[src/rtl/phfu_pkg.sv]
// ----------------------------------------------------------------------------
// phfu_pkg
// Types and constants shared by the hazard and forwarding unit.
// ----------------------------------------------------------------------------
package phfu_pkg;

    localparam int IDX_W  = 6;
    localparam int ADDR_W = 32;
    localparam int KIND_W = 2;
    localparam int SEL_W  = 2;

    // address steps for the fetch-stage and decode-stage target matches
    localparam int EARLY_STEP = 4;
    localparam int LATE_STEP  = 8;

    // redirect codes
    localparam logic [KIND_W-1:0] RDR_NONE  = 2'd0;
    localparam logic [KIND_W-1:0] RDR_LATE  = 2'd1;
    localparam logic [KIND_W-1:0] RDR_EARLY = 2'd2;

    // operand source selects
    localparam logic [SEL_W-1:0] SEL_RF  = 2'd0;
    localparam logic [SEL_W-1:0] SEL_EX  = 2'd1;
    localparam logic [SEL_W-1:0] SEL_MEM = 2'd2;
    localparam logic [SEL_W-1:0] SEL_IMM = 2'd3;

    typedef struct packed {
        logic [IDX_W-1:0]  dec_src1;
        logic [IDX_W-1:0]  dec_src2;
        logic [IDX_W-1:0]  ex_dest;
        logic              ex_is_load;
        logic [IDX_W-1:0]  fwd_dest_ex;
        logic [IDX_W-1:0]  fwd_dest_mem;
        logic [KIND_W-1:0] redirect_kind;
        logic [ADDR_W-1:0] target_pc;
        logic [ADDR_W-1:0] decode_pc;
        logic [ADDR_W-1:0] fetch_pc;
    } t_in_item;

    typedef struct packed {
        logic              stall_decode;
        logic              flush_decode;
        logic              flush_fetch;
        logic              pc_override;
        logic [ADDR_W-1:0] next_pc;
        logic [SEL_W-1:0]  src1_sel;
        logic [SEL_W-1:0]  src2_sel;
    } t_out_item;

endpackage

[src/rtl/phfu_in_if.sv]
// ----------------------------------------------------------------------------
// phfu_in_if
// Valid/ready channel carrying one cycle's hazard inputs.
// ----------------------------------------------------------------------------
interface phfu_in_if
    import phfu_pkg::*;
();
    logic     valid;
    logic     ready;
    t_in_item payload;

    modport source (output valid, output payload, input ready);
    modport sink   (input valid, input payload, output ready);
endinterface

[src/rtl/phfu_out_if.sv]
// ----------------------------------------------------------------------------
// phfu_out_if
// Valid/ready channel carrying the hazard and forwarding decisions.
// ----------------------------------------------------------------------------
interface phfu_out_if
    import phfu_pkg::*;
();
    logic      valid;
    logic      ready;
    t_out_item payload;

    modport source (output valid, output payload, input ready);
    modport sink   (input valid, input payload, output ready);
endinterface

[src/rtl/phfu_core.sv]
// ----------------------------------------------------------------------------
// phfu_core
// Redirect flushes, PC override, load-use stall and bypass selection.
// ----------------------------------------------------------------------------
module phfu_core
    import phfu_pkg::*;
#(
    parameter int REG_COUNT = 32,
    parameter int PC_WIDTH  = 32
) (
    input  t_in_item  i_item,
    output t_out_item o_result
);

    localparam int PCW = (PC_WIDTH < ADDR_W) ? PC_WIDTH : ADDR_W;
    localparam logic [IDX_W:0] REG_LIMIT = (IDX_W+1)'(REG_COUNT);

    function automatic logic f_is_reg(input logic [IDX_W-1:0] r);
        return {1'b0, r} < REG_LIMIT;
    endfunction

    logic [PCW-1:0]   tgt;
    logic [PCW-1:0]   dpc;
    logic [PCW-1:0]   fpc;
    logic [PCW-1:0]   npc;
    logic             fl_d;
    logic             fl_f;
    logic             ovr;
    logic             v1;
    logic             v2;
    logic             ex_ok;
    logic             fe_ok;
    logic             fm_ok;
    logic [SEL_W-1:0] sel1;
    logic [SEL_W-1:0] sel2;

    assign tgt = i_item.target_pc[PCW-1:0];
    assign dpc = i_item.decode_pc[PCW-1:0];
    assign fpc = i_item.fetch_pc[PCW-1:0];

    always_comb begin
        fl_d = 1'b0;
        fl_f = 1'b0;
        ovr  = 1'b0;
        npc  = '0;
        case (i_item.redirect_kind)
            RDR_LATE: begin
                if (tgt == dpc) begin
                    ovr = 1'b1;
                    npc = dpc + PCW'(LATE_STEP);
                end else begin
                    fl_d = 1'b1;
                    if (tgt == fpc) begin
                        ovr = 1'b1;
                        npc = fpc + PCW'(EARLY_STEP);
                    end else begin
                        fl_f = 1'b1;
                    end
                end
            end
            RDR_EARLY: begin
                if (tgt == fpc) begin
                    ovr = 1'b1;
                    npc = fpc + PCW'(EARLY_STEP);
                end else begin
                    fl_f = 1'b1;
                end
            end
            default: begin
                // no redirect, and the unused code acts the same
            end
        endcase
    end

    // a killed decode stage holds no sources
    assign v1    = f_is_reg(i_item.dec_src1) && !fl_d;
    assign v2    = f_is_reg(i_item.dec_src2) && !fl_d;
    assign ex_ok = f_is_reg(i_item.ex_dest);
    assign fe_ok = f_is_reg(i_item.fwd_dest_ex);
    assign fm_ok = f_is_reg(i_item.fwd_dest_mem);

    always_comb begin
        // execute bypass wins over memory bypass
        if (v1 && fe_ok && i_item.fwd_dest_ex == i_item.dec_src1) begin
            sel1 = SEL_EX;
        end else if (v1 && fm_ok && i_item.fwd_dest_mem == i_item.dec_src1) begin
            sel1 = SEL_MEM;
        end else begin
            sel1 = SEL_RF;
        end

        if (!v2) begin
            sel2 = SEL_IMM;
        end else if (fe_ok && i_item.fwd_dest_ex == i_item.dec_src2) begin
            sel2 = SEL_EX;
        end else if (fm_ok && i_item.fwd_dest_mem == i_item.dec_src2) begin
            sel2 = SEL_MEM;
        end else begin
            sel2 = SEL_RF;
        end
    end

    assign o_result.stall_decode = i_item.ex_is_load && ex_ok &&
                                   ((v1 && i_item.ex_dest == i_item.dec_src1) ||
                                    (v2 && i_item.ex_dest == i_item.dec_src2));
    assign o_result.flush_decode = fl_d;
    assign o_result.flush_fetch  = fl_f;
    assign o_result.pc_override  = ovr;
    assign o_result.next_pc      = ADDR_W'(npc);
    assign o_result.src1_sel     = sel1;
    assign o_result.src2_sel     = sel2;

endmodule

[src/rtl/pipeline_hazard_forward_unit.sv]
// ----------------------------------------------------------------------------
// pipeline_hazard_forward_unit
// Per-cycle hazard control for a bypassed pipeline.
// ----------------------------------------------------------------------------
// An accepted input word is held in the input register, then in the result
// register, before its result word is valid.
// Throughput: one word per cycle unless o_out stalls; decision logic is one stage.
// Reset: synchronous, active low; clears both stage valid flags only.
// ----------------------------------------------------------------------------
module pipeline_hazard_forward_unit
    import phfu_pkg::*;
#(
    parameter int REG_COUNT = 32,
    parameter int PC_WIDTH  = 32
) (
    input  logic        i_clk,
    input  logic        i_rst_n,
    phfu_in_if.sink     i_in,
    phfu_out_if.source  o_out
);

    logic      r_v1;
    logic      n_v1;
    t_in_item  r_item;
    logic      r_v2;
    logic      n_v2;
    t_out_item r_out;
    t_out_item comb_out;
    logic      adv2;
    logic      adv1;

    phfu_core #(
        .REG_COUNT (REG_COUNT),
        .PC_WIDTH  (PC_WIDTH)
    ) u_core (
        .i_item   (r_item),
        .o_result (comb_out)
    );

    // the result stage frees up when empty or when its word is taken
    assign adv2       = !r_v2 || o_out.ready;
    assign adv1       = !r_v1 || adv2;
    assign i_in.ready = adv1;

    assign n_v1 = i_in.valid ? 1'b1 : (r_v1 && !adv2);
    assign n_v2 = adv2 ? r_v1 : r_v2;

    always_ff @(posedge i_clk) begin
        if (!i_rst_n) begin
            r_v1 <= 1'b0;
            r_v2 <= 1'b0;
        end else begin
            if (adv1) begin
                r_v1 <= n_v1;
            end
            r_v2 <= n_v2;
        end
    end

    always_ff @(posedge i_clk) begin
        if (adv1 && i_in.valid) begin
            r_item <= i_in.payload;
        end
        if (adv2 && r_v1) begin
            r_out <= comb_out;
        end
    end

    assign o_out.valid   = r_v2;
    assign o_out.payload = r_out;

`ifndef SYNTHESIS
    a_kill_clears_sources: assert property (@(posedge i_clk) disable iff (!i_rst_n)
        (o_out.valid && o_out.payload.flush_decode) |->
        (!o_out.payload.stall_decode && o_out.payload.src1_sel == SEL_RF &&
         o_out.payload.src2_sel == SEL_IMM))
        else $error("killed decode still stalls or forwards");

    a_no_override_zero_pc: assert property (@(posedge i_clk) disable iff (!i_rst_n)
        (o_out.valid && !o_out.payload.pc_override) |-> (o_out.payload.next_pc == '0))
        else $error("next_pc non-zero without override");

    a_fetch_flush_or_override: assert property (@(posedge i_clk) disable iff (!i_rst_n)
        (o_out.valid && o_out.payload.flush_decode) |->
        (o_out.payload.flush_fetch != o_out.payload.pc_override))
        else $error("late redirect must flush fetch or override, not both");

    a_accept_fills_stage: assert property (@(posedge i_clk) disable iff (!i_rst_n)
        ($past(i_rst_n) && $past(i_in.valid && i_in.ready)) |-> r_v1)
        else $error("accepted word lost from input stage");
`endif

endmodule

[src/flat_wrapper.sv]
// flat-port wrapper written by rule: the top's interface ports become plain ports
module pipeline_hazard_forward_unit_flat import phfu_pkg::*;
#(
    parameter int REG_COUNT = 32,
    parameter int PC_WIDTH  = 32
)
  (i_clk, i_rst_n, i_in_valid, i_in_payload, i_in_ready, o_out_valid, o_out_payload, o_out_ready);
  phfu_in_if i_in_i ();
  phfu_out_if o_out_i ();
  input  logic i_clk;
  input  logic i_rst_n;
  input wire logic [$bits(i_in_i.valid)-1:0] i_in_valid;
  input wire logic [$bits(i_in_i.payload)-1:0] i_in_payload;
  output wire logic [$bits(i_in_i.ready)-1:0] i_in_ready;
  output wire logic [$bits(o_out_i.valid)-1:0] o_out_valid;
  output wire logic [$bits(o_out_i.payload)-1:0] o_out_payload;
  input wire logic [$bits(o_out_i.ready)-1:0] o_out_ready;
  assign i_in_i.valid = i_in_valid;
  assign i_in_i.payload = i_in_payload;
  assign i_in_ready = i_in_i.ready;
  assign o_out_valid = o_out_i.valid;
  assign o_out_payload = o_out_i.payload;
  assign o_out_i.ready = o_out_ready;
  pipeline_hazard_forward_unit #(.REG_COUNT(REG_COUNT), .PC_WIDTH(PC_WIDTH)) u_core (.i_clk(i_clk), .i_rst_n(i_rst_n), .i_in(i_in_i), .o_out(o_out_i));
endmodule
[config.mk]
export PLATFORM = sky130hd
export DESIGN_NAME = pipeline_hazard_forward_unit_flat
export DESIGN_NICKNAME = d
export VERILOG_FILES = /design/src/rtl/phfu_pkg.sv /design/src/rtl/phfu_in_if.sv /design/src/rtl/phfu_out_if.sv /design/src/rtl/phfu_core.sv /design/src/rtl/pipeline_hazard_forward_unit.sv /design/src/flat_wrapper.sv
export SDC_FILE = /design/constraint.sdc
export NUM_CORES = 1
export LEC_CHECK = 0
export ABC_AREA = 1
export BUFFER_PORTS_ARGS = -buffer_cell sky130_fd_sc_hd__buf_2
export CORE_AREA = 2 2 162 164
export CTS_BUF_LIST = sky130_fd_sc_hd__clkbuf_4 sky130_fd_sc_hd__clkbuf_8
export DETAILED_ROUTE_END_ITERATION = 10
export DIE_AREA = 0 0 164 166
export PLACE_DENSITY = 0.55
export SYNTH_ARGS = -nofsm -noshare
export SYNTH_HDL_FRONTEND = slang
export SYNTH_HIERARCHICAL = 1
export SYNTH_SLANG_ARGS = --single-unit
[constraint.sdc]
create_clock -name i_clk -period 4.1 [get_ports i_clk]
set_input_delay 0.615 -clock i_clk [delete_from_list [all_inputs] [get_ports i_clk]]
set_output_delay 0.615 -clock i_clk [all_outputs]
set_load 0.02 [all_outputs]
# Word-level counts from Yosys, hierarchy flattened
# Index checks and enable logic that the tools add are counted.
# totals
register_bits	171
out_inout_bits	42
wordCells	76
# classes
n_addsub	2
n_lt_le_gt_ge	5
eq_ne	10
n_mux	15
bitwise_logic	1
n_reduce_logical	23
# ops
operator	n
$eq A32 B32 Y1	2
$mux W32	2
$pmux W32 S2	1
$eq A6 B6 Y1	6
$add A32 B3 Y32 const B	1
$add A32 B4 Y32 const B	1
$lt A6 B6 Y1 const B	5
$logic_and A1 B1 Y1	15
$mux W1	7
$mux W2	3
$logic_not A1 Y1	4
$pmux W1 S2	2
$logic_or A1 B1 Y1	3
$eq A2 B1 Y1 const B	1
$eq A2 B2 Y1 const B	1
$reduce_or A2 Y1	1
$not A1 Y1	1

# Longest topological paths before layout
# Gate-level depths: netlist (run 1).
# logic_depth
word_depth	8
ltp_mapped	15
mapped_depth_nobuf	13

# By module
# Netlist (run 1), hierarchy kept.
# modules_own_cells
mod	n_inst	cells_each	area_per_inst_um2	seq_area_each_um2
pipeline_hazard_forward_unit	1	182	5170.0	5114.9
phfu_core	1	806	3871.2	0.0

# Worst setup path before layout (run 1)
# Ideal clock, no wire load.
# synth_path
path_kind	input to register
from	input port o_out_ready
to	register u_core/r_item[0] (netlist name) (enable)
setup_ns	0.482
t_arrival_ns	3.373
required_time_ns	3.618
path_slack_ns	0.245
stages	4
cell_sequence	inv_1 -> nand3_2 -> nand2_1 -> inv_1
# synth_via
elab_chain_len	3
# synth_rtl
element	line_no	rtl
from (decl)	flat_wrapper.sv:17	input wire logic [$bits(o_out_i.ready)-1:0] o_out_ready;
$logic_or A1 B1 Y1	pipeline_hazard_forward_unit.sv:41	assign adv2 = !r_v2 || o_out.ready;
$logic_or A1 B1 Y1	pipeline_hazard_forward_unit.sv:42	assign adv1 = !r_v1 || adv2;
named net i_in_ready	flat_wrapper.sv:14	output wire logic [$bits(i_in_i.ready)-1:0] i_in_ready;
$logic_and A1 B1 Y1	pipeline_hazard_forward_unit.sv:61	if (adv1 && i_in.valid) begin
to (signal assigned)	pipeline_hazard_forward_unit.sv:62	r_item <= i_in.payload;
to (decl)	pipeline_hazard_forward_unit.sv:24	t_in_item r_item;
# The timed path passes the listed nets, and every way through them passes these cells.
# A chain may end at the register's enable or synchronous reset.

==> results of run 1 <==
final cells by class:
cell class	count	area, µm²
antenna	3	7.51
clock buffer	17	234
clock inverter	15	198
fill	2543	14900
inverter	147	556
multi-input combinational	652	3270
sequential	171	5110
tap	335	419
timing repair buffer	178	913
where the power goes:
group	internal, mW	switching (mW)	total [mW]
registers	2.02	0.0953	2.12
logic	0.146	0.242	0.388
clock network	0.529	0.746	1.28
final timing paths:
path | to | slack (ps)
hold reg to reg | u_core/r_v1$_SDFFE_PN0P_ | 500
setup / recovery | u_core/o_out.payload[28]$_DFFE_PP_ | 1240
setup reg to reg | u_core/o_out.payload[28]$_DFFE_PP_ | 1240
hold / removal | u_core/r_item[106]$_DFFE_PP_ | 310
layer usage:
| metal | global-route usage | vias up | wire length, µm |
|---|---|---|---|
| li1 | - | 3623 | - |
| met1 | 0.249 | 3328 | 11200 |
| met2 | 0.302 | 248 | 12100 |
| met3 | 0.0485 | 17 | 1740 |
| met4 | 0.0416 | 2 | 235 |
| met5 | 0 | - | 11 |
layout by cell type (no fill, tap or decap), types with 11 or more instances in the layout:
master,instances
a21oi_1,27
a21oi_2,11
buf_2,174
clkbuf_8,17
edfxtp_1,169
inv_1,128
inv_2,17
nand2_1,279
nand2_2,12
nand3_1,81
nand4_1,30
nor2_1,83
o21ai_0,11
xnor2_1,28
xor2_1,34
kinds of logic after synthesis:
| kind of cell | count (synthesis) | synth area share |
|---|---|---|
| AO/OA/AOI/OAI | 66 | 0.0450 |
| adder cells (fa/ha/maj) | 4 | 0.00554 |
| flip-flops | 171 | 0.566 |
| AND/OR/NAND/NOR | 520 | 0.250 |
| XOR/XNOR | 62 | 0.0601 |
| buffers and inverters | 165 | 0.0740 |
critical path, stage by stage, from the launching register on:
cell	delay, ps
edfxtp_1	520
xnor2_1	190
nand2_1	100
nor2_1	240
nand2_1	80
nor2_1	110
nand2_1	90
nand2_1	110
nand2_1	720
nand3_1	300
a21oi_1	120
sequential cells by signal, summed over array words and instances (netlist names):
name and count:
u_core/r_item 129, u_core/o_out.payload 40, u_core/o_out.valid 1, u_core/r_v1 1
stage by stage:
step,power [mW],util,instance area (µm²),worst slack [ps],cells
after global routing,3.95,0.418,10700,1060,1516
after global placement,2.54,0.401,10300,1350,1483
final,3.78,0.418,10700,1240,1518
after CTS,3.84,0.418,10700,1320,1515
after detailed placement,2.55,0.401,10300,1360,1483
after floorplan,2.38,-,9040,245,988
==> results.cfg, run 1 <==
[status]
status = finished, final reports clean

[yosys]
synth_area_leaders = edfxtp_1 56%, nand2_1 12%, inv_1 5.4%
synthDistinctLibCells = 39
yosysTopAreaCellShare = 0.561
synth_top_cells_by_count = 279 x nand2_1, 169 x edfxtp_1, 129 x inv_1
synth_edf_count = 169
syn_area_per_cell_um2 = 9.15
syn_inst = 988
synth-warning-count = 6
ys_seq_area_frac = 0.566
synthFlopType = edfxtp_1
ys_async_sr_fraction = 0
ys_seq_elements = 171
synth_most_common_cell = nand2_1
syn_area_um2 = 9040
synth.net_count = 1125
synth_area_leader_cell = edfxtp_1

[sta]
rsz0062_at_grt = no
min_period_ps = 2860
fin_skew_ps = 18.8
drv_slew = 0
finalCritPeriodShare = 0.698
hold_violations = 0
tns_ps = 0
fmax_ghz = 0.349
setup_violations = 0
max-slew-margin-rel = 0.204
hold_slack_ps = 309
worst_pin_slew_ps = 1190

[global_routing]
antenna_found_initial = 3
grt_start_max_net_pins = 83
grt_pass1_wl_um = 37900
grt_pass1_vias = 6785
track_usage = 0.186
grt-ovfl-total = 0

[routing]
initialDrtViolationCount = 549
vias = 7218
routed_via_density = 4.75
route.final.wire_length_um = 25200
ant_nets = 0
wl_per_cell_um = 16.6
drc = 0
first_pass_iters = 5

[clock_network]
clk_pin_slew_ps = 110
clock_latency_ps = 470
cts_tree = built
postCtsSetupBuffers = 0
htree_levels = 4
post_cts_resized = 0
cts_hold_buffers = 0
numClockSinks = 171
cts_buffers = 17
clock-root-buffer = clkbuf_8
clock_path_buffers = 2

[worst_hold_path]
whs_path_depth = 1
holdCritStartpoint = i_in_payload[106]
hold_path_class = primary input to flip-flop

[floorplan]
die_x_um = 164
die_h_um = 166
fp.coreArea_um2 = 25600
start_util = 0.353
io_pins = 175
die_area_um2 = 27200
rows = 59

[place]
portBuffers = 174
routabilityCongestion = 0.909
dp_hpwl_um = 19500

[layout]
drive_above_1_share = 0.229
syn2layout_area_growth_pct = 18.5
nNetsFinal = 1304

[worst_setup_path]
required_ps = 4290
arrival_ps = 3050
crit_path_max_fanout = 31
crit_start = u_core/r_item[51]$_DFFE_PP_
r2r_start = u_core/r_item[51]$_DFFE_PP_
crit_type = flip-flop to flip-flop
end_kind = flip-flop
cp-start-kind = flip-flop
worst-r2r-cell-count = 10

[pwr]
p_leak_nw = 4.62
ir_drop_mv = 0.182
powerDensity_nw_per_um2 = 353

[job]
drv_cap = 0
(Power assumes the default switching activity.)
==> run 2: changes to the inputs <==
==> constraint.sdc (replaced) <==
create_clock -name i_clk -period 2.76 [get_ports i_clk]
set_input_delay 0.414 -clock i_clk [delete_from_list [all_inputs] [get_ports i_clk]]
set_output_delay 0.414 -clock i_clk [all_outputs]
set_load 0.02 [all_outputs]
==> run 2 against run 1 <==
Maximum frequency rose by 15%. Final area is 0.54% higher. Via count up 0.18%. Flip-flop and latch count unchanged. Final cell count unchanged.
==> results.cfg, run 2 (synthesis results as in run 1) <==
[layout]
layout_commonest_cell = nand2_1
num-fill-cells = 2568
largest_register_ffs = 129
regMostFlops = u_core/r_item
final_cell_mix = 278 x nand2_1, 174 x buf_2, 169 x edfxtp_1
nNetsFinal = 1306
drive_above_1_share = 0.233
syn2layout_area_growth_pct = 19.1
fin_util = 0.420

[sta]
drv_slew = 0
hold_slack_ps = 102
worst_pin_slew_ps = 666
fin_skew_ps = 19.0
rsz0062_at_grt = no
min_period_ps = 2480
finalCritPeriodShare = 0.900
max-slew-margin-rel = 0.556
fmax_ghz = 0.403
hold_violations = 0
setup_violations = 0
tns_ps = 0

[global_routing]
grt-ovfl-total = 0
grt_pass1_wl_um = 37700
antenna_found_initial = 4
track_usage = 0.184
grt_pass1_vias = 6924
grt_start_max_net_pins = 130

[clock_network]
clock_latency_ps = 480
clock_path_buffers = 2
clock-root-buffer = clkbuf_8
cts_hold_buffers = 0
numClockSinks = 171
postCtsSetupBuffers = 0
cts_buffers = 17
cts_tree = built
post_cts_resized = 0
clk_pin_slew_ps = 110
htree_levels = 4

[place]
dp_hpwl_um = 18900
routabilityCongestion = 0.914
portBuffers = 174

[worst_setup_path]
crit_path_max_fanout = 29
slowest_delay_ps = 530
cp-start-kind = flip-flop
path_cells = nand2_1, nand2_1, nor2_1, nand2_1, nor2_1, nand2_1, nor2_4, nand2_2, clkinv_2, nand3_1, a21oi_1
critPathMostFrequentCell = nand2_1
arrival_ps = 2770
required_ps = 3050
end_kind = flip-flop
crit_type = flip-flop to flip-flop
ff2ff_setup_slack_ps = 280
crit_family = simple AND/OR/NAND/NOR gates
cp_slowest_cell = edfxtp_1
critPathBufInv = 1

[routing]
ant_nets = 0
highest_layer = met5
vias = 7231
route.final.wire_length_um = 24600
routed_via_density = 4.76
wl_per_cell_um = 16.2
initialDrtViolationCount = 486
first_pass_iters = 5
wl_met2_um = 11600
wl_met1_um = 10600
wl_met3_um = 1860
drc = 0

[floorplan]
io_pins = 175
die_x_um = 164
fp.coreArea_um2 = 25600
start_util = 0.353
die_area_um2 = 27200
die_h_um = 166
rows = 59

[status]
status = finished, final reports clean

[pwr]
ir_drop_mv = 0.272
powerDensity_nw_per_um2 = 522
p_leak_nw = 4.64

[worst_hold_path]
hold_path_class = primary input to flip-flop

[job]
drv_cap = 0
## run 2: cell types whose count changed in the layout (fill, tap and decap cells not counted), sizes merged
cell,change
diode,-2
buf,+2
clkinvlp,+1
inv,+1
clkinv,-2
## run 2: final timing paths
kind                                                  start                                 end  cells past startpoint
worst max-delay path            u_core/r_item[40]$_DFFE_PP_  u_core/o_out.payload[31]$_DFFE_PP_                     11
worst min-delay path                       i_in_payload[91]         u_core/r_item[91]$_DFFE_PP_                      1
worst max register to register  u_core/r_item[40]$_DFFE_PP_  u_core/o_out.payload[31]$_DFFE_PP_                     11
worst min register to register     u_core/r_v1$_SDFFE_PN0P_            u_core/r_v1$_SDFFE_PN0P_                      2
## run 2: power breakdown
group | switching, mW | internal (mW)
clock | 1.10 | 0.785
sequential | 0.143 | 3.00
combinational | 0.360 | 0.228
total | 1.60 | 4.02
## run 2: layout make-up
class                      count  area (µm²)  share of cell area
sequential                   171        5120               0.475
multi-input combinational    652        3280               0.304
timing repair buffer         180         953              0.0885
inverter                     147         569              0.0529
tap                          335         419              0.0389
clock buffer                  17         234              0.0217
clock inverter                15         193              0.0179
antenna                        1        2.50            0.000232
## run 2: layer usage
| metal | up-vias | global-route usage |
|---|---|---|
| li1 | 3624 | - |
| met1 | 3284 | 0.240 |
| met2 | 281 | 0.299 |
| met3 | 36 | 0.0492 |
| met4 | 6 | 0.0576 |
| met5 | - | 0 |
## run 2: per-stage QoR
step | setup slack [ps] | std cells | power, mW | cell area, µm²
after floorplan | -189 | 988 | 3.53 | 9070
after global placement | 338 | 1485 | 3.80 | 10300
after detailed placement | 336 | 1485 | 3.80 | 10300
after CTS | 297 | 1517 | 5.69 | 10800
after global routing | 132 | 1518 | 5.87 | 10800
final | 277 | 1518 | 5.62 | 10800
